## src/caw_pkg.sv

```systemverilog
package caw_pkg;

    localparam int MAX_CIGAR_OPS_DEF = 64;
    localparam int MAX_READ_LEN_DEF  = 1024;
    localparam logic [7:0] QOFF_RESET = 8'd33;
    localparam logic [10:0] SEQ_LIMIT = 11'd2047;
    localparam logic [7:0] GAP_CHAR = 8'h2D;   // '-'

    // input opcodes
    localparam logic [2:0] OPC_HEADER = 3'd0;
    localparam logic [2:0] OPC_LOAD_OP = 3'd1;
    localparam logic [2:0] OPC_LOAD_BASE = 3'd2;
    localparam logic [2:0] OPC_BEGIN = 3'd3;
    localparam logic [2:0] OPC_GO = 3'd4;
    localparam logic [2:0] OPC_NEXT_INDEL = 3'd5;

    // cigar operation kinds
    localparam logic [3:0] OP_M = 4'd0;
    localparam logic [3:0] OP_I = 4'd1;
    localparam logic [3:0] OP_D = 4'd2;
    localparam logic [3:0] OP_N = 4'd3;
    localparam logic [3:0] OP_S = 4'd4;
    localparam logic [3:0] OP_H = 4'd5;
    localparam logic [3:0] OP_P = 4'd6;
    localparam logic [3:0] OP_EQ = 4'd7;
    localparam logic [3:0] OP_X = 4'd8;

    // strand codes
    localparam logic [1:0] STR_UNK = 2'd0;
    localparam logic [1:0] STR_FWD = 2'd1;
    localparam logic [1:0] STR_REV = 2'd2;

    // status codes
    localparam logic [1:0] ST_OK = 2'd0;
    localparam logic [1:0] ST_BACKWARD = 2'd1;
    localparam logic [1:0] ST_ILLEGAL = 2'd2;
    localparam logic [1:0] ST_INDEL_EARLY = 2'd3;

    // datapath commands
    localparam logic [3:0] CMD_NONE = 4'd0;
    localparam logic [3:0] CMD_HEADER = 4'd1;
    localparam logic [3:0] CMD_LOAD_OP = 4'd2;
    localparam logic [3:0] CMD_LOAD_BASE = 4'd3;
    localparam logic [3:0] CMD_BEGIN_INIT = 4'd4;
    localparam logic [3:0] CMD_BEGIN_STEP = 4'd5;
    localparam logic [3:0] CMD_BEGIN_FIN = 4'd6;
    localparam logic [3:0] CMD_GO_INIT = 4'd7;
    localparam logic [3:0] CMD_WALK_STEP = 4'd8;
    localparam logic [3:0] CMD_TAIL_STEP = 4'd9;
    localparam logic [3:0] CMD_TAIL_END = 4'd10;
    localparam logic [3:0] CMD_NI_INIT = 4'd11;
    localparam logic [3:0] CMD_NI_STEP = 4'd12;
    localparam logic [3:0] CMD_EMIT = 4'd13;

    // result kinds
    localparam logic [2:0] EK_ZERO = 3'd0;
    localparam logic [2:0] EK_REPORT = 3'd1;
    localparam logic [2:0] EK_BACK = 3'd2;
    localparam logic [2:0] EK_NI_NONE = 3'd3;
    localparam logic [2:0] EK_NI_ERR = 3'd4;
    localparam logic [2:0] EK_NI_FOUND = 3'd5;

    typedef struct packed {
        logic [3:0]  op_type;
        logic [27:0] op_length;
        logic [7:0]  base_char;
        logic [7:0]  qual_char;
        logic [30:0] genome_pos;
        logic [10:0] read_len;
        logic        paired;
        logic        proper_pair;
        logic        first_mate;
        logic        second_mate;
        logic        reverse_strand;
    } item_t;

    typedef struct packed {
        logic [7:0]  base_or_gap;
        logic [8:0]  quality;
        logic [11:0] dist_five;
        logic [11:0] dist_three;
        logic        at_end;
        logic        saw_indel;
        logic        indel_found;
        logic        indel_insertion;
        logic [27:0] indel_size;
        logic [31:0] indel_genome_pos;
        logic        indel_reverse;
        logic [1:0]  status;
    } result_t;

    typedef struct packed {
        logic       latch;
        logic [3:0] code;
        logic [2:0] ekind;
    } cmd_t;

    typedef struct packed {
        logic       op_avail;
        logic       at_count;
        logic       count_zero;
        logic       backward;
        logic       strand_unk;
        logic       parsing;
        logic [3:0] kind;
        logic       out_free;
    } stat_t;

    function automatic logic is_match(input logic [3:0] k);
        return (k == OP_M) || (k == OP_EQ) || (k == OP_X);
    endfunction

    function automatic logic [10:0] seq_add(input logic [10:0] s, input logic [31:0] n);
        logic [32:0] sum;
        sum = 33'(s) + 33'(n);
        return (sum > 33'(SEQ_LIMIT)) ? SEQ_LIMIT : sum[10:0];
    endfunction

    function automatic logic [11:0] sat12(input logic signed [29:0] v);
        if (v < -30'sd2048)
            return 12'h800;
        else if (v > 30'sd2047)
            return 12'h7FF;
        else
            return v[11:0];
    endfunction

endpackage

```

## src/caw_ctrl.sv

```systemverilog
module caw_ctrl (
    input  logic           clk,
    input  logic           rst_n,
    input  logic           s_tvalid,
    output logic           s_tready,
    input  logic [2:0]     opcode,
    input  caw_pkg::stat_t st,
    output caw_pkg::cmd_t  cmd
);
    localparam logic [3:0] S_IDLE  = 4'd0;
    localparam logic [3:0] S_DISP  = 4'd1;
    localparam logic [3:0] S_BWAIT = 4'd2;
    localparam logic [3:0] S_BEXEC = 4'd3;
    localparam logic [3:0] S_WWAIT = 4'd4;
    localparam logic [3:0] S_WEXEC = 4'd5;
    localparam logic [3:0] S_TWAIT = 4'd6;
    localparam logic [3:0] S_TEXEC = 4'd7;
    localparam logic [3:0] S_NWAIT = 4'd8;
    localparam logic [3:0] S_NEXEC = 4'd9;
    localparam logic [3:0] S_RWAIT = 4'd10;
    localparam logic [3:0] S_EMIT  = 4'd11;

    logic [3:0] state_reg, state_next;
    logic [2:0] opc_reg, opc_next;
    logic [2:0] ek_reg, ek_next;
    logic       tail_more;

    assign s_tready = (state_reg == S_IDLE);
    assign tail_more = st.op_avail && (st.kind == caw_pkg::OP_P || st.kind == caw_pkg::OP_I);

    always_comb
    begin
        state_next = state_reg;
        opc_next = opc_reg;
        ek_next = ek_reg;
        cmd = '0;
        unique case (state_reg)
            S_IDLE:
            begin
                if (s_tvalid)
                begin
                    cmd.latch = 1'b1;
                    opc_next = opcode;
                    state_next = S_DISP;
                end
            end
            S_DISP:
            begin
                ek_next = caw_pkg::EK_ZERO;
                state_next = S_EMIT;
                unique case (opc_reg)
                    caw_pkg::OPC_HEADER: cmd.code = caw_pkg::CMD_HEADER;
                    caw_pkg::OPC_LOAD_OP: cmd.code = caw_pkg::CMD_LOAD_OP;
                    caw_pkg::OPC_LOAD_BASE: cmd.code = caw_pkg::CMD_LOAD_BASE;
                    caw_pkg::OPC_BEGIN:
                    begin
                        cmd.code = caw_pkg::CMD_BEGIN_INIT;
                        state_next = S_BWAIT;
                    end
                    caw_pkg::OPC_GO:
                    begin
                        if (st.backward)
                        begin
                            ek_next = caw_pkg::EK_BACK;
                            state_next = S_RWAIT;
                        end
                        else
                        begin
                            cmd.code = caw_pkg::CMD_GO_INIT;
                            state_next = S_WWAIT;
                        end
                    end
                    caw_pkg::OPC_NEXT_INDEL:
                    begin
                        if (st.strand_unk)
                        begin
                            ek_next = caw_pkg::EK_NI_NONE;
                        end
                        else if (!st.parsing && !st.at_count)
                        begin
                            ek_next = caw_pkg::EK_NI_ERR;
                        end
                        else
                        begin
                            if (!st.parsing)
                            begin
                                cmd.code = caw_pkg::CMD_NI_INIT;
                            end
                            state_next = S_NWAIT;
                        end
                    end
                    default: ;   // unused opcodes answer an all-zero result
                endcase
            end
            S_BWAIT: state_next = S_BEXEC;
            S_BEXEC:
            begin
                if (st.op_avail && (st.kind == caw_pkg::OP_I || st.kind == caw_pkg::OP_S ||
                                    st.kind == caw_pkg::OP_P))
                begin
                    cmd.code = caw_pkg::CMD_BEGIN_STEP;
                    state_next = S_BWAIT;
                end
                else
                begin
                    cmd.code = caw_pkg::CMD_BEGIN_FIN;
                    ek_next = caw_pkg::EK_REPORT;
                    state_next = S_RWAIT;
                end
            end
            S_WWAIT: state_next = S_WEXEC;
            S_WEXEC, S_TEXEC:
            begin
                if (state_reg == S_WEXEC && !st.count_zero && st.op_avail)
                begin
                    cmd.code = caw_pkg::CMD_WALK_STEP;
                    state_next = S_WWAIT;
                end
                else if (tail_more)
                begin
                    cmd.code = caw_pkg::CMD_TAIL_STEP;
                    state_next = S_TWAIT;
                end
                else
                begin
                    cmd.code = caw_pkg::CMD_TAIL_END;
                    ek_next = caw_pkg::EK_REPORT;
                    state_next = S_RWAIT;
                end
            end
            S_TWAIT: state_next = S_TEXEC;
            S_NWAIT: state_next = S_NEXEC;
            S_NEXEC:
            begin
                if (st.op_avail && st.kind != caw_pkg::OP_I && st.kind != caw_pkg::OP_D)
                begin
                    cmd.code = caw_pkg::CMD_NI_STEP;
                    state_next = S_NWAIT;
                end
                else
                begin
                    ek_next = st.op_avail ? caw_pkg::EK_NI_FOUND : caw_pkg::EK_NI_NONE;
                    state_next = S_EMIT;
                end
            end
            S_RWAIT: state_next = S_EMIT;
            S_EMIT:
            begin
                if (st.out_free)
                begin
                    cmd.code = caw_pkg::CMD_EMIT;
                    cmd.ekind = ek_reg;
                    state_next = S_IDLE;
                end
            end
            default: state_next = S_IDLE;
        endcase
    end

    always_ff @(posedge clk or negedge rst_n)
    begin
        if (!rst_n)
        begin
            state_reg <= S_IDLE;
            opc_reg <= '0;
            ek_reg <= '0;
        end
        else
        begin
            state_reg <= state_next;
            opc_reg <= opc_next;
            ek_reg <= ek_next;
        end
    end

    a_emit_when_free: assert property (@(posedge clk) disable iff (!rst_n)
        (cmd.code == caw_pkg::CMD_EMIT) |-> st.out_free)
        else $error("result written while output busy");

    a_latch_idle_only: assert property (@(posedge clk) disable iff (!rst_n)
        cmd.latch |-> (state_reg == S_IDLE) && s_tvalid)
        else $error("request latched outside idle");
endmodule

```

## config.mk

```make
export PLATFORM = sky130hd
export DESIGN_NAME = caw_ctrl
export DESIGN_NICKNAME = d
export VERILOG_FILES = /design/src/caw_pkg.sv /design/src/caw_ctrl.sv
export SDC_FILE = /design/constraint.sdc
export NUM_CORES = 1
export LEC_CHECK = 0
export BUFFER_PORTS_ARGS = -buffer_cell sky130_fd_sc_hd__buf_4
export CAP_MARGIN = 20
export CORE_UTILIZATION = 51
export DETAILED_ROUTE_END_ITERATION = 8
export PLACE_DENSITY = 0.78
export SETUP_SLACK_MARGIN = 0.05
export SLEW_MARGIN = 10
export SYNTH_ARGS = -nofsm -noshare
export SYNTH_HDL_FRONTEND = slang
export SYNTH_SLANG_ARGS = --single-unit
```

## constraint.sdc

```tcl
create_clock -name clk -period 1.8 [get_ports clk]
set_input_delay 0.27 -clock clk [delete_from_list [all_inputs] [get_ports clk]]
set_output_delay 0.27 -clock clk [all_outputs]
set_load 0.005 [all_outputs]
```

# After elaboration in Yosys (flattened, before gate mapping)
# Cells that the tools add are included.
# totals
register_bits	10
memories	0
mem_bits_ro	0
inputBits	17
mem_bits_rw	0
wordCells	85
latch_bits	0
# op_classes
reduce_logical	20
n_shift	0
multipliers	0
n_bitwise	0
add_sub_neg	0
magnitude_cmp	0
muxes	35
div_mod_pow	0
n_eq_ne	27
# op_table
op	n
$pmux 4 s11	1
$mux 4	10
$mux 3	9
$eq 4x3->1 const B	6
$pmux 4 s6	1
$pmux 4 s5	1
$eq 4x4->1 const B	4
$mux 2	7
$ne 2x2->1 const B	6
$pmux 3 s4	1
$pmux 4 s3	1
$eq 4x1->1 const B	2
$eq 4x2->1 const B	2
$logic_and 1x1->1	7
$mux 7	1
$eq 3x2->1 const B	2
$eq 3x3->1 const B	2
$pmux 3 s2	1
$reduce_and 5->1	1
$logic_not 4->1	1
$ne 4x1->1 const B	1
$ne 4x2->1 const B	1
$reduce_and 2->1	2
$reduce_bool 4->1	1
6 further kinds	11

# Depth between registers and ports, before layout
# Gate-level depths: netlist of the first run.
# depth
ltp_word	6
ltp_mapped	6

# Worst setup path before layout of the first run
# Ideal clock, no wire load.
# synth_timing
path_type	reg2out
startpoint	reg state_reg[1]
endpoint	out cmd[6] (netlist name)
stages_incl_launch_ff	6
required_time_ns	1.530
arrival_time_ns	1.212
path_slack_ns	0.318
cell_sequence	dfrtp_1 > buf_2 > nand2_1 > nor4b_2 > a41oi_1 > o21ai_0
# synth_lines
element	line	rtl
start, declared	caw_ctrl.sv:23	logic [3:0] state_reg, state_next;
start signal, assigned	caw_ctrl.sv:170	state_reg <= state_next;
end, declared	caw_ctrl.sv:8	output caw_pkg::cmd_t cmd

==> results of run 1 <==
[metrics by stage]
step	util (%)	setup TNS (ns)	power, uW
floorplan	-	0	1120
global placement	69.0	0	1450
detailed placement	69.0	0	1480
CTS	78.1	-0.0244	1810
global route	81.9	-0.293	2100
finish	81.9	-0.149	2000
[logic make-up after synthesis]
family | Yosys count | share of synthesized area, %
AOI/OAI and AO/OA | 36 | 25.4
xor gates and xnor gates | 2 | 1.83
buffers and inverters | 14 | 6.67
DFF | 10 | 26.2
muxes | 8 | 9.29
and+or+nand+nor | 50 | 30.6
[Yosys cell counts (all sizes together), types with 3 or more instances]
library cell,number,area [sq um]
dfrtp,10,250
nor3b,3,27.5
a21oi,10,50.1
buf,5,30.0
and2,3,18.8
inv,9,33.8
mux2,7,78.8
nand3b,3,22.5
nand2,14,52.6
nand3,4,20.0
o21ai,9,48.8
nor3,3,15.0
nor2,11,41.3
[cell usage in the layout, fill, tap and decap left out, drive strengths merged]
cell,synthesis,final
buf,5,45
and2,3,3
inv,9,9
and3b,1,1
nor3,3,3
a22oi,1,1
xor2,1,1
nand2,14,14
a31o,1,1
nor3b,3,3
o221ai,2,2
o41ai,1,1
a21o,2,2
nor4b,2,2
a22o,2,2
nand2b,2,2
o2bb2ai,1,1
a32o,1,1
dfrtp,10,10
nor4,2,2
a41oi,1,1
clkbuf,0,3
nand3,4,4
nor2b,1,1
xnor2,1,1
a21oi,10,10
mux2i,1,1
dlygate4sd3,0,1
a31oi,2,2
nand3b,3,3
o211ai,1,1
nor2,11,11
o21ai,9,9
or4b,1,1
o21bai,1,1
o32ai,1,1
mux2,7,7
[final cells by class]
| type | instances | area (sq um) | area share (%) |
|---|---|---|---|
| flip-flops and latches | 10 | 256 | 17.9 |
| well taps | 25 | 31.3 | 2.19 |
| repair buffers | 46 | 370 | 25.9 |
| clock buffers | 3 | 22.5 | 1.57 |
| multi-input cells | 96 | 716 | 50.0 |
| inverters | 9 | 33.8 | 2.36 |
[what timing repair did]
action | in CTS | in global routing
hold buffers | 1 | 0
endpoints found under the setup margin | 8 | 9
endpoints found under the hold margin | 10 | 0
pin swaps | 11 | 7
buffers inserted | 7 | 5
gates resized for setup | 20 | 10
[power groups by stage]
stage          Sequential, uW  Combinational, uW  Clock (uW)
6_report                  431               1410         157
4_1_cts                   416               1230         161
3_5_place_dp              419               1070           0
3_3_place_gp              409               1040           0
2_1_floorplan             407                713           0
5_1_grt                   437               1500         167
[worst max-delay path by stage]
stage	startpoint	endpoint	cells past startpoint
after floorplan	state_reg[1]	cmd[6]	5
after global placement	state_reg[2]	cmd[0]	4
after detailed placement	st[2]	ek_reg[0]	6
after CTS	state_reg[1]	cmd[6]	6
after global routing	state_reg[1]	cmd[6]	6
final	state_reg[0]	cmd[6]	6
[per-layer routing]
metal  vias up  routed length (microns)
li1        528                        -
met1       547                     1280
met2       102                     1570
met3        15                      303
met4         0                       97
met5         -                        0
==> flow_summary.yaml, run 1 <==
sta:
  rsz0062_at_grt: "yes"
  hold_ws_ns: 0.215
  period_share_pct: 103
  hold_violations: 0
  fmax_mhz: 539
  period_needed_ns: 1.86
  slew_headroom_pct: 70.2
  final_max_slew_viol_count: 0
  clock_skew_ns: 0.00518
  fin_ws_ns: -0.0568
  worstMarginPinSlew_ns: 0.445
  finalSetupViolations: 4
yosys:
  ys_seq_area_share_pct: 26.2
  post_synth_num_cell_types: 42
  synth_edf_count: 0
  synth_cells: 120
  synth_seq_cells: 10
  syn_avg_cell_area_sq_um: 7.97
  synth_flop_cell: "dfrtp_1"
  async_reset_ff_share_pct: 100
  yosys_warnings: 0
  synth_fp_nets: 137
  synth_area_sq_um: 956
floorplanning:
  die_x_microns: 45.3
  die_y_microns: 45.3
  ios: 26
  rows: 15
  core_area_sq_um: 1750
  initial_utilization_pct: 54.8
  fp.dieArea_sq_um: 2050
pwr:
  irDropWorstVdd_mv: 0.970
  pwr_density_cell_nw_per_um2: 1400
  power_frac_seq_pct: 21.6
  leakagePower_uw: 0.000649
  combPwrFrac_pct: 70.5
  switching_share_pct: 45.4
  pwr-share-clk_pct: 7.9
  p_sw_uw: 905
  internal_power_uw: 1090
grt:
  antenna_found_initial: 0
  grt.met2_usage_pct: 50.4
  grt_max_degree: 15
  busiest_layer: "met2"
  grtUsageTotal_pct: 29.5
  grt_pass1_wl_microns: 4400
  grt_overflow: 0
  grt_util_met3_pct: 4.40
  grt_pass1_vias: 1050
  met1_usage_pct: 36.3
setup_path:
  arrival_ns: 1.59
  worst_setup_path_end_kind: "primary output"
  slowest_delay_ns: 0.41
  slowest_stage: "dfrtp_1"
  r2r_start: "state_reg[2]"
  crit_path_cell_trace: "nand2_2, nor4b_4, buf_4, a41oi_2, o21ai_1, buf_4"
  cp_num_buf_inv: 2
  required_ns: 1.53
  crit_top_cell: "buf_4"
  cp-start-kind: "flip-flop"
  critical_path.max_fanout: 3
  cp_top_family: "simple AND/OR/NAND/NOR gates"
  r2r_end: "ek_reg[2]"
  crit_type: "flip-flop to primary output"
  rrSetupSlack_ns: 0.07
  ff2ff_path_depth: 5
layout:
  final_cells: 189
  layout.nets: 183
  diodes: 0
  fin_area_sq_um: 1430
  layout-drive-gt1-share_pct: 47.6
  largest_reg_flops: 4
  area_growth_pct: 49.6
  nFillCells: 110
placed_design:
  port_buffers: 25
  dp_hpwl_microns: 1950
  place_area_sq_um: 1200
  routabilityCongestion: 0.897
  dp_cells: 173
  pre_cts_slack_ns: 0.118
route:
  routedWlPerCell_microns: 17.2
  wl_microns: 3250
  drcViolationCount: 0
  ant_nets: 0
  num_vias: 1192
  drt-pass1-iter-count: 5
  drtIter0Drc: 69
  via_per_inst: 6.31
cts:
  cts_tree: "done"
  clkSinkCount: 10
  cts-root-buf: "clkbuf_4"
  cts.path.max_buffers: 2
  path_clk_slew_ns: 0.07
  clkLatencyLatePin_ns: 0.27
  htree_levels: 1
  numCtsBuffers: 3
hold_path:
  hold_end: "state_reg[0]"
  hold_start: "st[0]"
  hold_path_class: "input port to flip-flop"
  hold_depth: 2
status:
  status: "finished with violations"
  violations: "setup timing"
flow_run:
  maxCapViolations: 0
(Power assumes the default switching activity.)
==> inputs of run 2 (changes only) <==
--- a/constraint.sdc
+++ b/constraint.sdc
@@ -3,2 +3,2 @@
 set_output_delay 0.27 -clock clk [all_outputs]
-set_load 0.005 [all_outputs]
+set_load 0.05 [all_outputs]
==> run 2 against run 1 <==
The run still ends with setup timing left; maximum frequency fell by 2.7%; wire length rose by 7.1%; flip-flop and latch count unchanged; largest power group unchanged; highest routed layer unchanged.
==> flow_summary.yaml, run 2 (same netlist as run 1, synthesis figures left out) <==
grt:
  grtUsageTotal_pct: 33.2
  grt_pass1_vias: 1090
  grt_overflow: 0
  grt.met2_usage_pct: 57.4
  grt_max_degree: 13
  met1_usage_pct: 39.1
  busiest_layer: "met2"
  grt_util_met3_pct: 6.00
  grt_pass1_wl_microns: 4830
  antenna_found_initial: 0
cts:
  clkLatencyLatePin_ns: 0.28
  path_clk_slew_ns: 0.08
  clkSinkCount: 10
  numCtsBuffers: 3
  cts-root-buf: "clkbuf_4"
  cts_tree: "done"
  htree_levels: 1
  cts.path.max_buffers: 2
floorplanning:
  die_y_microns: 45.3
  ios: 26
  rows: 15
  fp.dieArea_sq_um: 2050
  initial_utilization_pct: 54.8
  die_x_microns: 45.3
  core_area_sq_um: 1750
route:
  drcViolationCount: 0
  drtIter0Drc: 58
  routedWlPerCell_microns: 17.7
  num_vias: 1237
  drt-pass1-iter-count: 6
  wl_microns: 3480
  ant_nets: 0
  via_per_inst: 6.28
sta:
  hold_violations: 0
  period_share_pct: 106
  finalSetupViolations: 8
  fin_ws_ns: -0.108
  fmax_mhz: 524
  final_max_slew_viol_count: 0
  clock_skew_ns: 0.00201
  period_needed_ns: 1.91
  worstMarginPinSlew_ns: 0.470
  rsz0062_at_grt: "yes"
  slew_headroom_pct: 68.6
layout:
  fin_area_sq_um: 1540
  nFillCells: 81
  layout_common_cells: "buf_4 (40), nand2_1 (11), a21oi_1 (9), nor2_1 (9), inv_1 (7)"
  area_growth_pct: 61.1
  diodes: 0
  layout_commonest_cell: "buf_4"
  finalCoreUtilization_pct: 88.2
  layout-drive-gt1-share_pct: 53.5
  largest_reg_flops: 4
  layout.nets: 190
setup_path:
  required_ns: 1.53
  cp_top_family: "flip-flops"
  cp_num_buf_inv: 2
  slowest_delay_ns: 0.42
  r2r_start: "opc_reg[1]"
  critical_path.max_fanout: 3
  arrival_ns: 1.64
  slowest_stage: "dfrtp_1"
  cp-start-kind: "flip-flop"
  crit_type: "flip-flop to primary output"
  startpoint: "opc_reg[1]"
  crit_path_cell_trace: "buf_4, nand3b_1, nor2_2, a21oi_1, o21ai_2, buf_6"
  worst_setup_path_end_kind: "primary output"
placed_design:
  place_area_sq_um: 1260
  routabilityCongestion: 0.996
  port_buffers: 25
  dp_hpwl_microns: 1940
pwr:
  leakagePower_uw: 0.000693
  power_uw: 2350
  pwr_density_cell_nw_per_um2: 1530
  irDropWorstVdd_mv: 1.09
hold_path:
  hold_path_class: "input port to flip-flop"
  hold_start: "st[0]"
status:
  violations: "setup timing"
  status: "finished with violations"
flow_run:
  maxCapViolations: 0
-- run 2: changes by cell type in the layout (fill, tap and decap cells not counted), sizes merged --
| cell | delta |
|---|---|
| buf | +7 |
| clkbuf | +1 |
| clkinvlp | +1 |
| inv | -1 |
-- run 2: worst paths after layout --
| kind | slack, ns | depth (start not counted) | to |
|---|---|---|---|
| max | -0.11 | 6 | cmd[6] |
| max reg2reg | 0.05 | 7 | ek_reg[2] |
| min | 0.17 | 2 | state_reg[0] |
| min in group asynchronous | 0.36 | 2 | state_reg[3] |
| min reg2reg | 0.51 | 1 | ek_reg[0] |
| max in group asynchronous | 1.28 | 2 | state_reg[1] |
-- run 2: routing by layer --
| layer | vias up | routed length (microns) |
|---|---|---|
| met4 | 0 | 119 |
| met5 | - | 0 |
| met1 | 587 | 1370 |
| li1 | 542 | - |
| met3 | 19 | 318 |
| met2 | 89 | 1680 |
-- run 2: final cells by class --
cell class | count | area, sq um | area share, %
multi-input combinational | 96 | 712 | 46.2
timing repair buffer | 53 | 468 | 30.4
sequential | 10 | 255 | 16.6
inverter | 9 | 37.5 | 2.44
clock buffer | 4 | 36.3 | 2.36
tap | 25 | 31.3 | 2.03
-- run 2: power by group --
group	switching (uW)	internal, uW	total [uW]	leakage [uW]
Combinational	922	762	1680	0.000553
Clock	104	123	227	0.0000210
Sequential	107	330	437	0.000120
Total	1130	1220	2350	0.000693
-- run 2: what timing repair did --
action                                  CTS  global route
hold buffers                              1             0
endpoints found under the setup margin    9             9
endpoints found under the hold margin    10             0
buffers inserted                         11             5
resized for setup                        31             6
pin swaps                                 9             3
-- run 2: worst reg2reg max path: cells and delay by family (launching register included) --
| family | cells | cell delay, ns |
|---|---|---|
| compound gates | 2 | 0.31 |
| buf+inv | 2 | 0.33 |
| flops | 1 | 0.42 |
| mux | 1 | 0.14 |
| simple gates | 2 | 0.51 |
-- run 2: per-stage QoR --
stage | std cells | setup slack [ns] | hold WS [ns] | setup TNS [ns]
floorplan | 120 | -0.0846 | -0.0256 | -0.0964
global placement | 176 | 0.146 | 0.112 | 0
detailed placement | 176 | 0.106 | 0.113 | 0
CTS | 192 | -0.0497 | 0.177 | -0.159
global route | 197 | -0.153 | 0.186 | -0.869
finish | 197 | -0.108 | 0.171 | -0.467
==> inputs of run 3 (changes only) <==
- CELL_PAD_IN_SITES_DETAIL_PLACEMENT: not set -> 0
- CELL_PAD_IN_SITES_GLOBAL_PLACEMENT: not set -> 1
- CORE_UTILIZATION: 51 -> 37
- PLACE_DENSITY: 0.78 -> not set
- PLACE_DENSITY_LB_ADDON: not set -> 0.1
==> run 3 against run 2 <==
The flow still finishes with violations (setup timing); clock skew increased by 0.0027 ns; wire length fell by 18%; hold slack gained 0.019 ns; power fell by 2.0%; cell count is 2.0% higher; first-iteration DRC count down 57%; critical path type unchanged.
==> flow_summary.yaml, run 3 (same netlist as run 1, synthesis figures left out) <==
cts:
  clkLatencyLatePin_ns: 0.27
  clkSinkCount: 10
  cts-root-buf: "clkbuf_4"
  numCtsBuffers: 3
  cts.path.max_buffers: 2
  htree_levels: 1
  path_clk_slew_ns: 0.07
  cts_tree: "done"
setup_path:
  arrival_ns: 1.62
  r2r_end: "ek_reg[0]"
  rrSetupSlack_ns: 0.07
  worst_setup_path_end_kind: "primary output"
  r2r_start: "state_reg[3]"
  ff2ff_path_depth: 7
  startpoint: "state_reg[1]"
  critical_path.max_fanout: 5
  cp-start-kind: "flip-flop"
  crit_type: "flip-flop to primary output"
  required_ns: 1.53
route:
  ant_nets: 0
  via_per_inst: 5.39
  drtIter0Drc: 25
  drcViolationCount: 0
  wl_microns: 2860
  drt-pass1-iter-count: 4
  num_vias: 1083
  routedWlPerCell_microns: 14.2
grt:
  grt_overflow: 0
  antenna_found_initial: 0
  grt_pass1_wl_microns: 4420
  grt_pass1_vias: 962
  grtUsageTotal_pct: 21.8
  grt_max_degree: 11
floorplanning:
  die_y_microns: 52.8
  ios: 26
  die_x_microns: 52.8
  core_area_sq_um: 2450
  fp.dieArea_sq_um: 2790
  rows: 18
  initial_utilization_pct: 38.9
hold_path:
  hold_end: "state_reg[0]"
  hold_start: "st[0]"
  hold_depth: 2
  hold_path_class: "input port to flip-flop"
sta:
  worstMarginPinSlew_ns: 0.366
  final_max_slew_viol_count: 0
  rsz0062_at_grt: "yes"
  hold_violations: 0
  fin_ws_ns: -0.0894
  fmax_mhz: 529
  period_needed_ns: 1.89
  period_share_pct: 105
  slew_headroom_pct: 75.4
  clock_skew_ns: 0.00473
  finalSetupViolations: 8
layout:
  diodes: 0
  area_growth_pct: 60.2
  layout-drive-gt1-share_pct: 49.7
  largest_reg_flops: 4
  layout.nets: 189
  layout_commonest_cell: "buf_4"
  layout_common_cells: "buf_4 (40), nand2_1 (12), nor2_1 (11)"
  fin_area_sq_um: 1530
status:
  status: "finished with violations"
  violations: "setup timing"
pwr:
  power_uw: 2300
  pwr_density_cell_nw_per_um2: 1500
  leakagePower_uw: 0.000694
  irDropWorstVdd_mv: 1.11
placed_design:
  routabilityCongestion: 0.848
  port_buffers: 25
  place_area_sq_um: 1300
  dp_hpwl_microns: 2100
flow_run:
  maxCapViolations: 0
==> run 3: worst max-delay path, stage by stage, from the launching register on <==
cell and delay, ns:
dfrtp_1 0.42, nand2_1 0.13, nor4b_2 0.27, buf_4 0.18
a41oi_1 0.07, nand2_1 0.12, buf_6 0.16
==> run 3: how the worst max path moves through the flow <==
stage	endpoint	cells after the start
floorplan	cmd[7]	3
global placement	cmd[3]	5
detailed placement	cmd[3]	5
CTS	cmd[5]	5
global route	cmd[4]	5
finish	cmd[5]	6
==> run 3: metrics by stage <==
stage          TNS [ns]  std cells  hold WS, ns  setup slack, ns  util, %
2_1_floorplan   -0.0964        120      -0.0256          -0.0846        -
3_3_place_gp          0        184        0.103           0.0569     52.9
3_5_place_dp          0        184        0.111           0.0514     52.9
4_1_cts          -0.529        198        0.187           -0.107     60.1
5_1_grt           -1.32        201        0.197           -0.213     62.4
6_report         -0.475        201        0.191          -0.0894     62.4
==> run 3: final cells by class <==
class                           instances  area [sq um]
Sequential cell                        10           253
Timing Repair Buffer                   52           450
Clock buffer                            4          36.3
Fill cell                             239           923
Inverter                                9          37.5
Tap cell                               30          37.5
Multi-Input combinational cell         96           717
==> run 3: layer usage <==
layer  vias up  part of all wire (%)  global-route usage [%]
met2        33                    50                    37.3
met1       509                    44                    28.0
met4         0                   1.6                    3.95
met5         -                     0                       0
li1        537                     -                       -
met3         4                   4.7                    4.64
==> run 3: timing repair <==
action | 4_1_cts | 5_1_grt
gates resized for setup | 19 | 5
endpoints found under the hold margin | 10 | 0
endpoints found under the setup margin | 9 | 13
setup buffers | 9 | 3
hold buffers | 1 | 0
pin swaps | 6 | 3
==> run 3: report_power, final <==
group | internal (uW) | leakage (uW) | switching (uW)
Combinational | 790 | 0.000552 | 897
Clock | 123 | 0.0000210 | 89.5
Sequential | 326 | 0.000121 | 77.7
Total | 1240 | 0.000694 | 1060
